`src/rtl/mi_pkg.sv`:
```
// Shared package of the modular inverse block.
// Holds the controller state type, the command and status structs and defaults.
// Depends on nothing.
package mi_pkg;

    localparam int WIDTH_DEFAULT = 31;

    typedef enum logic [3:0] {
        ST_IDLE,
        ST_CHECK,
        ST_RALIGN,
        ST_RSUB,
        ST_RTEST,
        ST_EINIT,
        ST_ALIGN,
        ST_SUB,
        ST_STEP,
        ST_TEST,
        ST_FIX,
        ST_EMIT_OK,
        ST_EMIT_NONE
    } state_t;

    typedef struct packed {
        logic load;
        logic align;
        logic sub;
        logic einit;
        logic step;
        logic fix;
        logic emit_ok;
        logic emit_none;
    } cmd_t;

    typedef struct packed {
        logic m_small;
        logic rem_zero;
        logic can_align;
        logic cnt_zero;
        logic r1_zero;
        logic r0_one;
    } status_t;

endpackage

```
`src/rtl/mi_ctrl.sv`:
```
// Controller of the modular inverse block: sequences reduction, division
// steps, Euclid updates and the final sign fix.
// Depends on mi_pkg.
module mi_ctrl (
    input  logic             clk,
    input  logic             rst_n,
    input  logic             start,
    input  mi_pkg::status_t  status,
    output mi_pkg::cmd_t     cmd,
    output logic             busy
);
    import mi_pkg::*;

    state_t state_reg;
    state_t state_next;

    always_ff @(posedge clk or negedge rst_n)
    begin
        if (!rst_n)
        begin
            state_reg <= ST_IDLE;
        end
        else
        begin
            state_reg <= state_next;
        end
    end

    always_comb
    begin
        state_next = state_reg;
        case (state_reg)
            ST_IDLE:
            begin
                if (start)
                begin
                    state_next = ST_CHECK;
                end
            end
            ST_CHECK:
            begin
                state_next = status.m_small ? ST_EMIT_NONE : ST_RALIGN;
            end
            ST_RALIGN:
            begin
                if (!status.can_align)
                begin
                    state_next = ST_RSUB;
                end
            end
            ST_RSUB:
            begin
                if (status.cnt_zero)
                begin
                    state_next = ST_RTEST;
                end
            end
            ST_RTEST:
            begin
                state_next = status.rem_zero ? ST_EMIT_NONE : ST_EINIT;
            end
            ST_EINIT:
            begin
                state_next = ST_ALIGN;
            end
            ST_ALIGN:
            begin
                if (!status.can_align)
                begin
                    state_next = ST_SUB;
                end
            end
            ST_SUB:
            begin
                if (status.cnt_zero)
                begin
                    state_next = ST_STEP;
                end
            end
            ST_STEP:
            begin
                state_next = ST_TEST;
            end
            ST_TEST:
            begin
                if (status.r1_zero)
                begin
                    state_next = status.r0_one ? ST_FIX : ST_EMIT_NONE;
                end
                else
                begin
                    state_next = ST_ALIGN;
                end
            end
            ST_FIX:
            begin
                state_next = ST_EMIT_OK;
            end
            ST_EMIT_OK:
            begin
                state_next = ST_IDLE;
            end
            ST_EMIT_NONE:
            begin
                state_next = ST_IDLE;
            end
            default:
            begin
                state_next = ST_IDLE;
            end
        endcase
    end

    always_comb
    begin
        cmd  = '0;
        busy = 1'b1;
        case (state_reg)
            ST_IDLE:
            begin
                busy     = 1'b0;
                cmd.load = start;
            end
            ST_RALIGN, ST_ALIGN:
            begin
                cmd.align = status.can_align;
            end
            ST_RSUB, ST_SUB:
            begin
                cmd.sub = 1'b1;
            end
            ST_EINIT:
            begin
                cmd.einit = 1'b1;
            end
            ST_STEP:
            begin
                cmd.step = 1'b1;
            end
            ST_FIX:
            begin
                cmd.fix = 1'b1;
            end
            ST_EMIT_OK:
            begin
                cmd.emit_ok = 1'b1;
            end
            ST_EMIT_NONE:
            begin
                cmd.emit_none = 1'b1;
            end
            default:
            begin
                cmd = '0;
            end
        endcase
    end

endmodule

```
`src/rtl/mi_datapath.sv`:
```
// Datapath of the modular inverse block: shift-subtract divider with
// shift-add quotient product, Euclid registers and result registers.
// Depends on mi_pkg.
module mi_datapath #(
    parameter int WIDTH = mi_pkg::WIDTH_DEFAULT
) (
    input  logic             clk,
    input  logic             rst_n,
    input  mi_pkg::cmd_t     cmd,
    input  logic [WIDTH-1:0] modulus,
    input  logic [WIDTH-1:0] operand,
    output mi_pkg::status_t  status,
    output logic [WIDTH-1:0] inverse_value,
    output logic             has_inverse,
    output logic             done
);
    import mi_pkg::*;

    localparam int CW = $clog2(WIDTH);

    logic [WIDTH-1:0] m_reg,   m_next;
    logic [WIDTH-1:0] rem_reg, rem_next;
    logic [WIDTH-1:0] d_reg,   d_next;
    logic [WIDTH-1:0] p_reg,   p_next;
    logic [CW-1:0]    cnt_reg, cnt_next;
    logic [WIDTH-1:0] r0_reg,  r0_next;
    logic [WIDTH-1:0] r1_reg,  r1_next;
    logic [WIDTH-1:0] u0_reg,  u0_next;
    logic [WIDTH-1:0] u1_reg,  u1_next;
    logic             odd_reg, odd_next;
    logic [WIDTH-1:0] inv_reg, inv_next;
    logic             has_reg, has_next;
    logic             done_reg, done_next;

    logic             sub_ge;
    logic [WIDTH-1:0] d_dbl;

    assign sub_ge = (rem_reg >= d_reg);
    assign d_dbl  = {d_reg[WIDTH-2:0], 1'b0};

    assign status.m_small   = (m_reg < WIDTH'(2));
    assign status.rem_zero  = (rem_reg == '0);
    assign status.can_align = !d_reg[WIDTH-1] && (d_dbl <= rem_reg);
    assign status.cnt_zero  = (cnt_reg == '0);
    assign status.r1_zero   = (r1_reg == '0);
    assign status.r0_one    = (r0_reg == WIDTH'(1));

    always_comb
    begin
        m_next    = m_reg;
        rem_next  = rem_reg;
        d_next    = d_reg;
        p_next    = p_reg;
        cnt_next  = cnt_reg;
        r0_next   = r0_reg;
        r1_next   = r1_reg;
        u0_next   = u0_reg;
        u1_next   = u1_reg;
        odd_next  = odd_reg;
        inv_next  = inv_reg;
        has_next  = has_reg;
        done_next = 1'b0;

        if (cmd.load)
        begin
            m_next   = modulus;
            rem_next = operand;
            d_next   = modulus;
            p_next   = '0;
            cnt_next = '0;
        end
        if (cmd.align)
        begin
            d_next   = d_dbl;
            cnt_next = cnt_reg + CW'(1);
        end
        if (cmd.sub)
        begin
            // quotient bits arrive MSB first; p accumulates q * u1
            if (sub_ge)
            begin
                rem_next = rem_reg - d_reg;
            end
            p_next   = {p_reg[WIDTH-2:0], 1'b0} + (sub_ge ? u1_reg : '0);
            d_next   = {1'b0, d_reg[WIDTH-1:1]};
            cnt_next = cnt_reg - CW'(1);
        end
        if (cmd.einit)
        begin
            r0_next  = m_reg;
            r1_next  = rem_reg;
            u0_next  = '0;
            u1_next  = WIDTH'(1);
            odd_next = 1'b0;
            rem_next = m_reg;
            d_next   = rem_reg;
            p_next   = '0;
            cnt_next = '0;
        end
        if (cmd.step)
        begin
            r0_next  = r1_reg;
            r1_next  = rem_reg;
            u0_next  = u1_reg;
            u1_next  = u0_reg + p_reg;
            odd_next = !odd_reg;
            rem_next = r1_reg;
            d_next   = rem_reg;
            p_next   = '0;
            cnt_next = '0;
        end
        if (cmd.fix)
        begin
            if (u0_reg >= m_reg)
            begin
                u0_next = u0_reg - m_reg;
            end
        end
        if (cmd.emit_ok)
        begin
            inv_next  = (!odd_reg && (u0_reg != '0)) ? (m_reg - u0_reg) : u0_reg;
            has_next  = 1'b1;
            done_next = 1'b1;
        end
        if (cmd.emit_none)
        begin
            inv_next  = '0;
            has_next  = 1'b0;
            done_next = 1'b1;
        end
    end

    always_ff @(posedge clk or negedge rst_n)
    begin
        if (!rst_n)
        begin
            has_reg  <= 1'b0;
            done_reg <= 1'b0;
            inv_reg  <= '0;
        end
        else
        begin
            has_reg  <= has_next;
            done_reg <= done_next;
            inv_reg  <= inv_next;
        end
    end

    always_ff @(posedge clk)
    begin
        m_reg   <= m_next;
        rem_reg <= rem_next;
        d_reg   <= d_next;
        p_reg   <= p_next;
        cnt_reg <= cnt_next;
        r0_reg  <= r0_next;
        r1_reg  <= r1_next;
        u0_reg  <= u0_next;
        u1_reg  <= u1_next;
        odd_reg <= odd_next;
    end

    assign inverse_value = inv_reg;
    assign has_inverse   = has_reg;
    assign done          = done_reg;

    a_inv_in_range: assert property (@(posedge clk) disable iff (!rst_n)
        done_reg && has_reg |-> (inv_reg != '0) && (inv_reg < m_reg))
        else $error("inverse out of range");

    a_none_is_zero: assert property (@(posedge clk) disable iff (!rst_n)
        done_reg && !has_reg |-> (inv_reg == '0))
        else $error("nonzero value without inverse");

    a_done_pulse: assert property (@(posedge clk) disable iff (!rst_n)
        done_reg |=> !done_reg)
        else $error("done held longer than one cycle");

    a_one_cmd: assert property (@(posedge clk) disable iff (!rst_n)
        $onehot0({cmd.load, cmd.align, cmd.sub, cmd.einit, cmd.step, cmd.fix,
                  cmd.emit_ok, cmd.emit_none}))
        else $error("conflicting datapath commands");

endmodule

```
`src/rtl/modular_inverse.sv`:
```
// Top level of the modular inverse block (extended Euclid, continuant form).
// Depends on mi_pkg, mi_ctrl and mi_datapath.
//
//  channel  | handshake            | fields
//  ---------+----------------------+------------------------------
//  input    | start & !busy        | modulus, operand
//  result   | done (one cycle)     | inverse_value, has_inverse
//
// One item at a time; busy is high from the transfer until the result cycle.
// The operand is first reduced modulo the modulus. Each division aligns the divisor
// by doubling it while it fits, then subtracts and halves it, giving quotient bits
// MSB first; each Euclid step adds a step and a test state. A modulus below two
// goes straight from the check to the no-inverse result.
// Reset is asynchronous and clears the controller and the result strobe.
// The receiver cannot stall: done marks the result for exactly one cycle.
module modular_inverse #(
    parameter int WIDTH = mi_pkg::WIDTH_DEFAULT
) (
    input  logic             clk,
    input  logic             rst_n,
    input  logic             start,
    output logic             busy,
    input  logic [WIDTH-1:0] modulus,
    input  logic [WIDTH-1:0] operand,
    output logic [WIDTH-1:0] inverse_value,
    output logic             has_inverse,
    output logic             done
);
    import mi_pkg::*;

    cmd_t    cmd;
    status_t status;

    mi_ctrl u_ctrl (
        .clk    (clk),
        .rst_n  (rst_n),
        .start  (start),
        .status (status),
        .cmd    (cmd),
        .busy   (busy)
    );

    mi_datapath #(
        .WIDTH (WIDTH)
    ) u_datapath (
        .clk           (clk),
        .rst_n         (rst_n),
        .cmd           (cmd),
        .modulus       (modulus),
        .operand       (operand),
        .status        (status),
        .inverse_value (inverse_value),
        .has_inverse   (has_inverse),
        .done          (done)
    );

endmodule
```
`config.mk`:
```
export PLATFORM = sky130hd
export DESIGN_NAME = modular_inverse
export DESIGN_NICKNAME = d
export VERILOG_FILES = /design/src/rtl/mi_pkg.sv /design/src/rtl/mi_ctrl.sv /design/src/rtl/mi_datapath.sv /design/src/rtl/modular_inverse.sv
export SDC_FILE = /design/constraint.sdc
export NUM_CORES = 1
export LEC_CHECK = 0
export ABC_AREA = 1
export BUFFER_PORTS_ARGS = -buffer_cell sky130_fd_sc_hd__buf_2
export CAP_MARGIN = 40
export CORE_ASPECT_RATIO = 1.5
export CORE_MARGIN = 2
export CORE_UTILIZATION = 26
export DETAILED_ROUTE_END_ITERATION = 16
export MAX_ROUTING_LAYER = met4
export SYNTH_ARGS = -nofsm -noshare
export SYNTH_HDL_FRONTEND = slang
export SYNTH_HIERARCHICAL = 1
export SYNTH_SLANG_ARGS = --single-unit
```
`constraint.sdc`:
```
create_clock -name clk -period 9.7 [get_ports clk]
set_input_delay 0.485 -clock clk [delete_from_list [all_inputs] [get_ports clk]]
set_output_delay 0.485 -clock clk [all_outputs]
set_load 0.01 [all_outputs]
```
# Word level (Yosys, flattened, before mapping)
# Cells that the tools add are included.
# classes
addsub,7
n_mul,0
div,0
order_cmp,4
n_eq_ne,18
n_shift,0
n_mux,54
bitwise_logic,0
reduce_logical,18
# op_table
cell,count
31-bit two-way mux,26
31-bit subtractor,3
31-bit adder,2
31-bit greater-or-equal comparator,2
31-bit zero test,2
4-bit one-hot mux with 11 select lines,1
4-bit two-way mux,8
31-bit by 1-bit == test with 1-bit output (second input constant),1
31-bit less-or-equal comparator,1
31-bit by 2-bit less-than comparator with 1-bit output (second input constant),1
31-bit nonzero test,1
4-bit == test (second input constant),5
4-bit by 3-bit == test with 1-bit output (second input constant),4
1-bit two-way mux,15
5-bit two-way mux,3
2-bit inequality test (second input constant),5
4-bit by 2-bit == test with 1-bit output (second input constant),2
2-bit nonzero test,3
2-bit OR reduction,3
5-bit by 1-bit adder with 5-bit output (second input constant),1
5-bit zero test,1
5-bit AND reduction,1
5-bit nonzero test,1
5-bit by 1-bit subtractor with 5-bit output (second input constant),1
other kinds (6),8
# word_totals
regBits,291
latch_bits,0
ramBits,0
mem_bits_ro,0
inputBits,65
out_inout_bits,34
word_cells,115
memories,0

# Logic depth before layout (Yosys ltp)
# Gate-level depths: netlist (run 1).
# logic_depth
depth_word,7
depth_mapped,31
depth_no_buf,29

# Hierarchy
# Netlist (run 1), hierarchy kept.
# by_module_without_submodules
mod,instances,cells_each,area_per_inst_um2,seq_area_each_um2
mi_datapath,1,3017,21948.6,7472.2
mi_ctrl,1,74,407.9,100.1

# Worst setup path before layout (run 1)
# OpenSTA, ideal clock, no wires.
# synth_timing
kind,flip-flop to flip-flop
start,reg u_ctrl.state_reg[3]
end,"reg u_datapath.odd_reg, enable pin"
setup_time_ps,495
arrival_ps,4164
required_time_ps,9205
slack_ps,5041
stages_incl_launch_ff,9
path_buffers,3
period_less_slack_ps,4659
path_cell_list,dfrtp_1 > inv_2 > nand2_1 > nor2_1 > clkbuf_1 > nor2_1 > inv_2 > clkbuf_1 > clkbuf_1
# synth_lines
element,line_no,source
start: declaration,mi_ctrl.sv:14,state_t state_reg;
start signal: assignment,mi_ctrl.sv:25,state_reg <= state_next;
end signal: assignment,mi_datapath.sv:160,odd_reg <= odd_next;
end: declaration,mi_datapath.sv:30,"logic odd_reg, odd_next;"

==> metrics, run 1 <==
chip width=243 um; max_slew headroom=40.7%; Slew Limit Fails=0; gr usage total=21.2%; WP data required=9930 ps; Rows=131; clock skew=32.1 ps; worst-path cell chain=ha_1, nand2_1, nor2_1, nand4_1, nor4_1, nand4_1, a21oi_1, nand4_1, inv_1, nor2_2, buf_4, inv_1, nor2_1, nand2_1, buf_4; fraction of registers with async set or reset after synthesis=12.7%; multi-input combinational cell area=0.0129 sq mm; Fillers=9361; Detailed Route Iter0 Violations=1586; CP Capture Type=flip-flop; clock root buffer=clkbuf_16; clk_lat worst skew=620 ps; nets=3408; CP startpoint kind=flip-flop; FF/Latch Area=0.00757 sq mm; cell mode on critical path=nand4_1; Yosys top cell area share=21.0%; final-report hold violation count=0; drt pass-1 iters=7; Detailed Place HPWL=75900 um; initial antenna violation count=0; cell taking the most area after synthesis=edfxtp_1; Final period util=48.1%; final setup violation count=0; WL per Instance=21.7 um; die area=0.0884 sq mm; CTS Buf Count=30; ANT cells=0; global-route wire length before repair=138000 um; largest net degree at the start of global routing=62; EDFF count, synth=156; remaining antenna violation count=0; warnings from Yosys=6; post-route setup TNS=0 ps; Cell Pwr Density=361 mW/mm^2; grt ovf=0; TritonCTS clock tree=done; core footprint=0.0851 sq mm; vias per cell=5.13; # resized after CTS=0; layout cells sized above 1=8.09%; Crit Path Category=flip-flop to flip-flop; clk sinks=291; DR vias=22100; status=finished clean; CTS clk-pin slew, worst paths=70 ps; unrepaired setup endpoints after global routing=false; slowest CP cell=nor4_1; DRC errors left=0; most common cell in the netlist=nand2_1; Mean Syn Cell Area=7.23 sq um; Worst Hold Class=input port to flip-flop; IO Pins=99; Die Ht=363 um; post-synthesis sequential area ratio=33.9%; Post-Syn Instances=3091; Worst VDD drop=0.154 mV; Period minus WS final=4670 ps; crit-path max cell delay=650 ps; CP arrival=4900 ps; Post-Syn Nets=3345; gpl congestion=1.01; Detailed Route WL=93400 um; Initial Util=26.3%; FF+latch count, synth=291; fmax=214 MHz; Least-Margin Pin Slew=884 ps; crit-path max FO=32; Static Leak=0.0112 uW; H-tree depth=1; Cell Area, Synth=0.0224 sq mm; final hold slack=76.4 ps; # port buffers=98; vias in the first global route=22400; library cells used by synthesis=59; Max clock buf depth=3; Area contributors post-synth=edfxtp_1, nand2_1, ha_1, dfxtp_1, a21oi_1; top cells by count, synth=nand2_1, inv_1, a21oi_1, nor2_1, o21ai_0; area delta synth->final=13.1%; maxcap violations=0; Synth Flop Type=edfxtp_1
## final timing paths
path / start / end / slack [ps] / cells past startpoint
min: modulus[3] / u_datapath/m_reg[3]$_DFFE_PP_ / 80 / 1
min reg2reg: u_datapath/inverse_value[30]$_DFFE_PN0P_ / u_datapath/inverse_value[30]$_DFFE_PN0P_ / 470 / 2
min in group asynchronous: rst_n / u_datapath/inverse_value[26]$_DFFE_PN0P_ / 300 / 2
max: u_datapath/d_reg[29]$_DFFE_PP_ / u_datapath/d_reg[28]$_DFFE_PP_ / 5030 / 15
max in group asynchronous: rst_n / u_datapath/inverse_value[0]$_DFFE_PN0P_ / 8930 / 3
max reg2reg: u_datapath/d_reg[29]$_DFFE_PP_ / u_datapath/d_reg[28]$_DFFE_PP_ / 5030 / 15
## report_power, final
group / switching [uW] / leakage [uW] / internal [uW] / total [uW]
combinational: 3780 / 0.00788 / 1750 / 5520
clock: 538 / 0.000547 / 803 / 1340
sequential: 405 / 0.00275 / 1840 / 2250
total: 4720 / 0.0112 / 4400 / 9110
## area by class of cell
cell class | count | area share, %
inverters | 380 | 5.69
clock inverters | 19 | 1.23
flip-flops and latches | 291 | 30.0
multi-input cells | 2316 | 51.0
well taps | 1130 | 5.59
clock buffers | 37 | 3.19
repair buffers | 135 | 3.32
## timing repair
action                    CTS  global route
buffers inserted            0             0
hold buffers                1             0
hold endpoints to repair   10             0
## logic make-up (layout without fill, tap and decap cells)
logic type                 Yosys count  in the layout  share of synthesized area, %
buffers and inverters              484            571                          8.59
AOI/OAI and AO/OA                  811            811                          20.4
xor gates and xnor gates            75             75                          2.94
DFF                                291            291                          33.9
and+or+nand+nor                   1241           1241                          23.5
adders and majority gates          189            189                          10.7
## per-stage QoR
step	area [sq um]	power [uW]	worst slack (ps)	util, %	instances
after detailed placement	24100	7680	5000	28.4	4249
final	25300	9110	5030	29.7	4308
after floorplan	22400	5910	5040	-	3091
after global routing	25300	9790	4730	29.7	4308
after global placement	24000	7650	4890	28.2	4238
after CTS	25300	9050	4970	29.7	4306
## critical path: cells and delay by family, from the launching register on
kind	cells	cell delay, ps
AND/OR/NAND/NOR	9	2020
buffers and inverters	4	990
flip-flops	1	480
AO/OA/AOI/OAI	1	400
adder cells (fa/ha/maj)	1	340
## cell usage in the layout, fill, tap and decap left out, types with 7 or more instances in the layout
cell	instances
a21o_1	18
a21oi_1	346
a221oi_1	12
a22oi_1	21
buf_2	101
buf_4	25
bufinv_16	8
clkbuf_16	30
clkinv_2	7
dfrtp_1	37
dfxtp_1	98
edfxtp_1	156
ha_1	184
inv_1	370
inv_2	7
nand2_1	686
nand2_2	15
nand3_1	116
nand3b_1	7
nand4_1	49
nor2_1	263
nor2_2	14
nor2_4	7
nor3_1	31
nor4_1	37
o211ai_1	26
o21a_1	13
o21ai_0	268
o21ai_1	27
o21ai_2	7
o21bai_1	16
o221ai_1	12
o22ai_1	7
or2_2	7
xnor2_1	13
xor2_1	62
## layer usage
| metal | vias up | GRT usage [%] | wire length, um |
|---|---|---|---|
| li1 | 10700 | - | - |
| met3 | 255 | 1.31 | 3740 |
| met4 | 0 | 14.1 | 7190 |
| met2 | 732 | 39.5 | 49000 |
| met5 | - | - | 0 |
| met1 | 10400 | 21.3 | 33400 |
Note: power is estimated with default switching activity, not from simulation.
==> inputs of run 2 (changes only) <==
clock period = 4.05 ns   (was 9.7 ns; I/O delays follow)
==> run 2 against run 1 <==
Compared with the run above:
- non-clock buffer count increased by 217
- core utilization increased by 2.5 points
- setup slack got worse by 4800 ps
- first-iteration DRC count decreased by 2.5%
- routed wire length increased by 2.9%
- design area increased by 8.4%
- cell count increased by 5.1%
- flip-flop and latch count unchanged
- highest routed layer unchanged
- die area unchanged
- total power increased to 2.6 times the previous value
- worst hold slack got worse by 33 ps
- clock power increased by 140%
==> metrics, run 2 (synthesis results as in run 1) <==
Hold Path Cell Cnt=5; grt ovf=0; placed cells=4421; Rows=131; WP data required=4610 ps; remaining antenna violation count=0; reg2reg path depth=25; layout cells sized above 1=14.4%; R2R Setup Slk=200 ps; Initial Util=26.3%; met1 Resource Use GR=21.0%; sw power=12000 uW; Worst Hold Class=input port to flip-flop; combinational share of power=64.4%; # port buffers=98; Final Power=23900 uW; core footprint=0.0851 sq mm; clock root buffer=clkbuf_16; clock share of power=13.5%; CP Capture Type=flip-flop; gr usage total=21.6%; critical path depth=25; Detailed Route WL=96100 um; FF/Latch Area=0.00757 sq mm; final setup violation count=0; Die Ht=363 um; final-report hold violation count=0; CP startpoint kind=flip-flop; Slew Limit Fails=0; Max clock buf depth=3; Period minus WS final=3850 ps; crit-path max FO=8; IO Pins=99; DR vias=22900; vias per cell=5.06; die area=0.0884 sq mm; status=finished clean; TritonCTS clock tree=done; Static Leak=0.0123 uW; CTS Buf Count=31; Fillers=9153; global-route wire length before repair=140000 um; Detailed Place HPWL=79000 um; clk_lat worst skew=630 ps; Crit Path Category=flip-flop to flip-flop; nets=3627; area delta synth->final=22.5%; Cell Count, Final, Fillers Out=4528; Detailed Route Iter0 Violations=1547; crit-path max cell delay=370 ps; vias in the first global route=23100; WL per Instance=21.2 um; ANT cells=0; gpl congestion=0.990; clk sinks=291; initial antenna violation count=0; DRC errors left=0; grt met3 use=1.34%; cell mode on critical path=nand2_1; chip width=243 um; Cell Pwr Density=874 mW/mm^2; grt met2 use=40.2%; CP Buf/Inv Count=7; Final period util=95.0%; multi-input combinational cell area=0.0132 sq mm; largest net degree at the start of global routing=84; Sw Share=50.2%; GRT busiest layer=met2; CP top delay family=simple AND/OR/NAND/NOR gates; CTS clk-pin slew, worst paths=70 ps; slowest CP cell=ha_1; Least-Margin Pin Slew=861 ps; drt pass-1 iters=5; max_slew headroom=42.1%; clock skew=29.9 ps; commonest non-fill, non-tap cell in the layout=nand2_1; Cell Int Power=11900 uW; H-tree depth=1; Worst VDD drop=0.434 mV; most frequent cells in the layout=nand2_1, inv_1, a21oi_1; sequential power share=22.1%; CP arrival=4410 ps; fmax=260 MHz; maxcap violations=0
run 2: stage by stage:
stage	worst slack [ps]	setup TNS, ps	util (%)	area, sq um	hold slack [ps]
final	201	0	32.2	27400	43.7
after global placement	-367	-527	29.9	25500	408
after floorplan	218	0	-	22400	-93.1
after CTS	39.2	0	31.9	27100	26.9
after detailed placement	-366	-630	30.0	25500	194
after global routing	-40.9	-158	32.2	27400	79.5
run 2: cell type report:
class	count	share of cell area, %
multi-input combinational	2317	48.0
sequential	291	27.6
timing repair buffer	352	9.78
inverter	380	5.25
tap	1130	5.16
clock buffer	37	3.02
clock inverter	21	1.12
run 2: final timing paths:
kind | startpoint | end
min | operand[4] | u_datapath/rem_reg[4]$_DFF_P_
min reg2reg | u_datapath/rem_reg[0]$_DFF_P_ | u_datapath/r1_reg[0]$_DFFE_PP_
min in group asynchronous | rst_n | u_ctrl/state_reg[0]$_DFFE_PN0P_
max reg2reg | u_datapath/d_reg[6]$_DFFE_PP_ | u_datapath/p_reg[18]$_SDFFE_PP0P_
max | u_datapath/d_reg[6]$_DFFE_PP_ | u_datapath/p_reg[18]$_SDFFE_PP0P_
max in group asynchronous | rst_n | u_datapath/inverse_value[1]$_DFFE_PN0P_
run 2: layer usage:
layer,vias up,wire length (um)
met5,-,0
met4,0,8400
met3,292,3240
met2,724,50300
met1,10800,34100
li1,11100,-
run 2: worst min-delay path, stage by stage:
cell and delay, ps:
buf_2 90, nand2_1 80, o21ai_0 80, nand2_1 60
a41oi_1 100
run 2: what timing repair did:
action | CTS | global route
gates cloned | 0 | 2
buffers inserted | 1 | 3
hold buffers | 43 | 0
endpoints found under the setup margin | 5 | 18
pin swaps | 0 | 9
resized for setup | 10 | 63
hold endpoints to repair | 91 | 0
run 2: power groups by stage:
stage | clock (uW) | combinational (uW) | sequential, uW
6_report | 3240 | 15400 | 5280
5_1_grt | 3380 | 16900 | 5390
4_1_cts | 3300 | 14800 | 5250
3_5_place_dp | 0 | 14700 | 5310
3_3_place_gp | 0 | 14700 | 5290
2_1_floorplan | 0 | 9030 | 5090
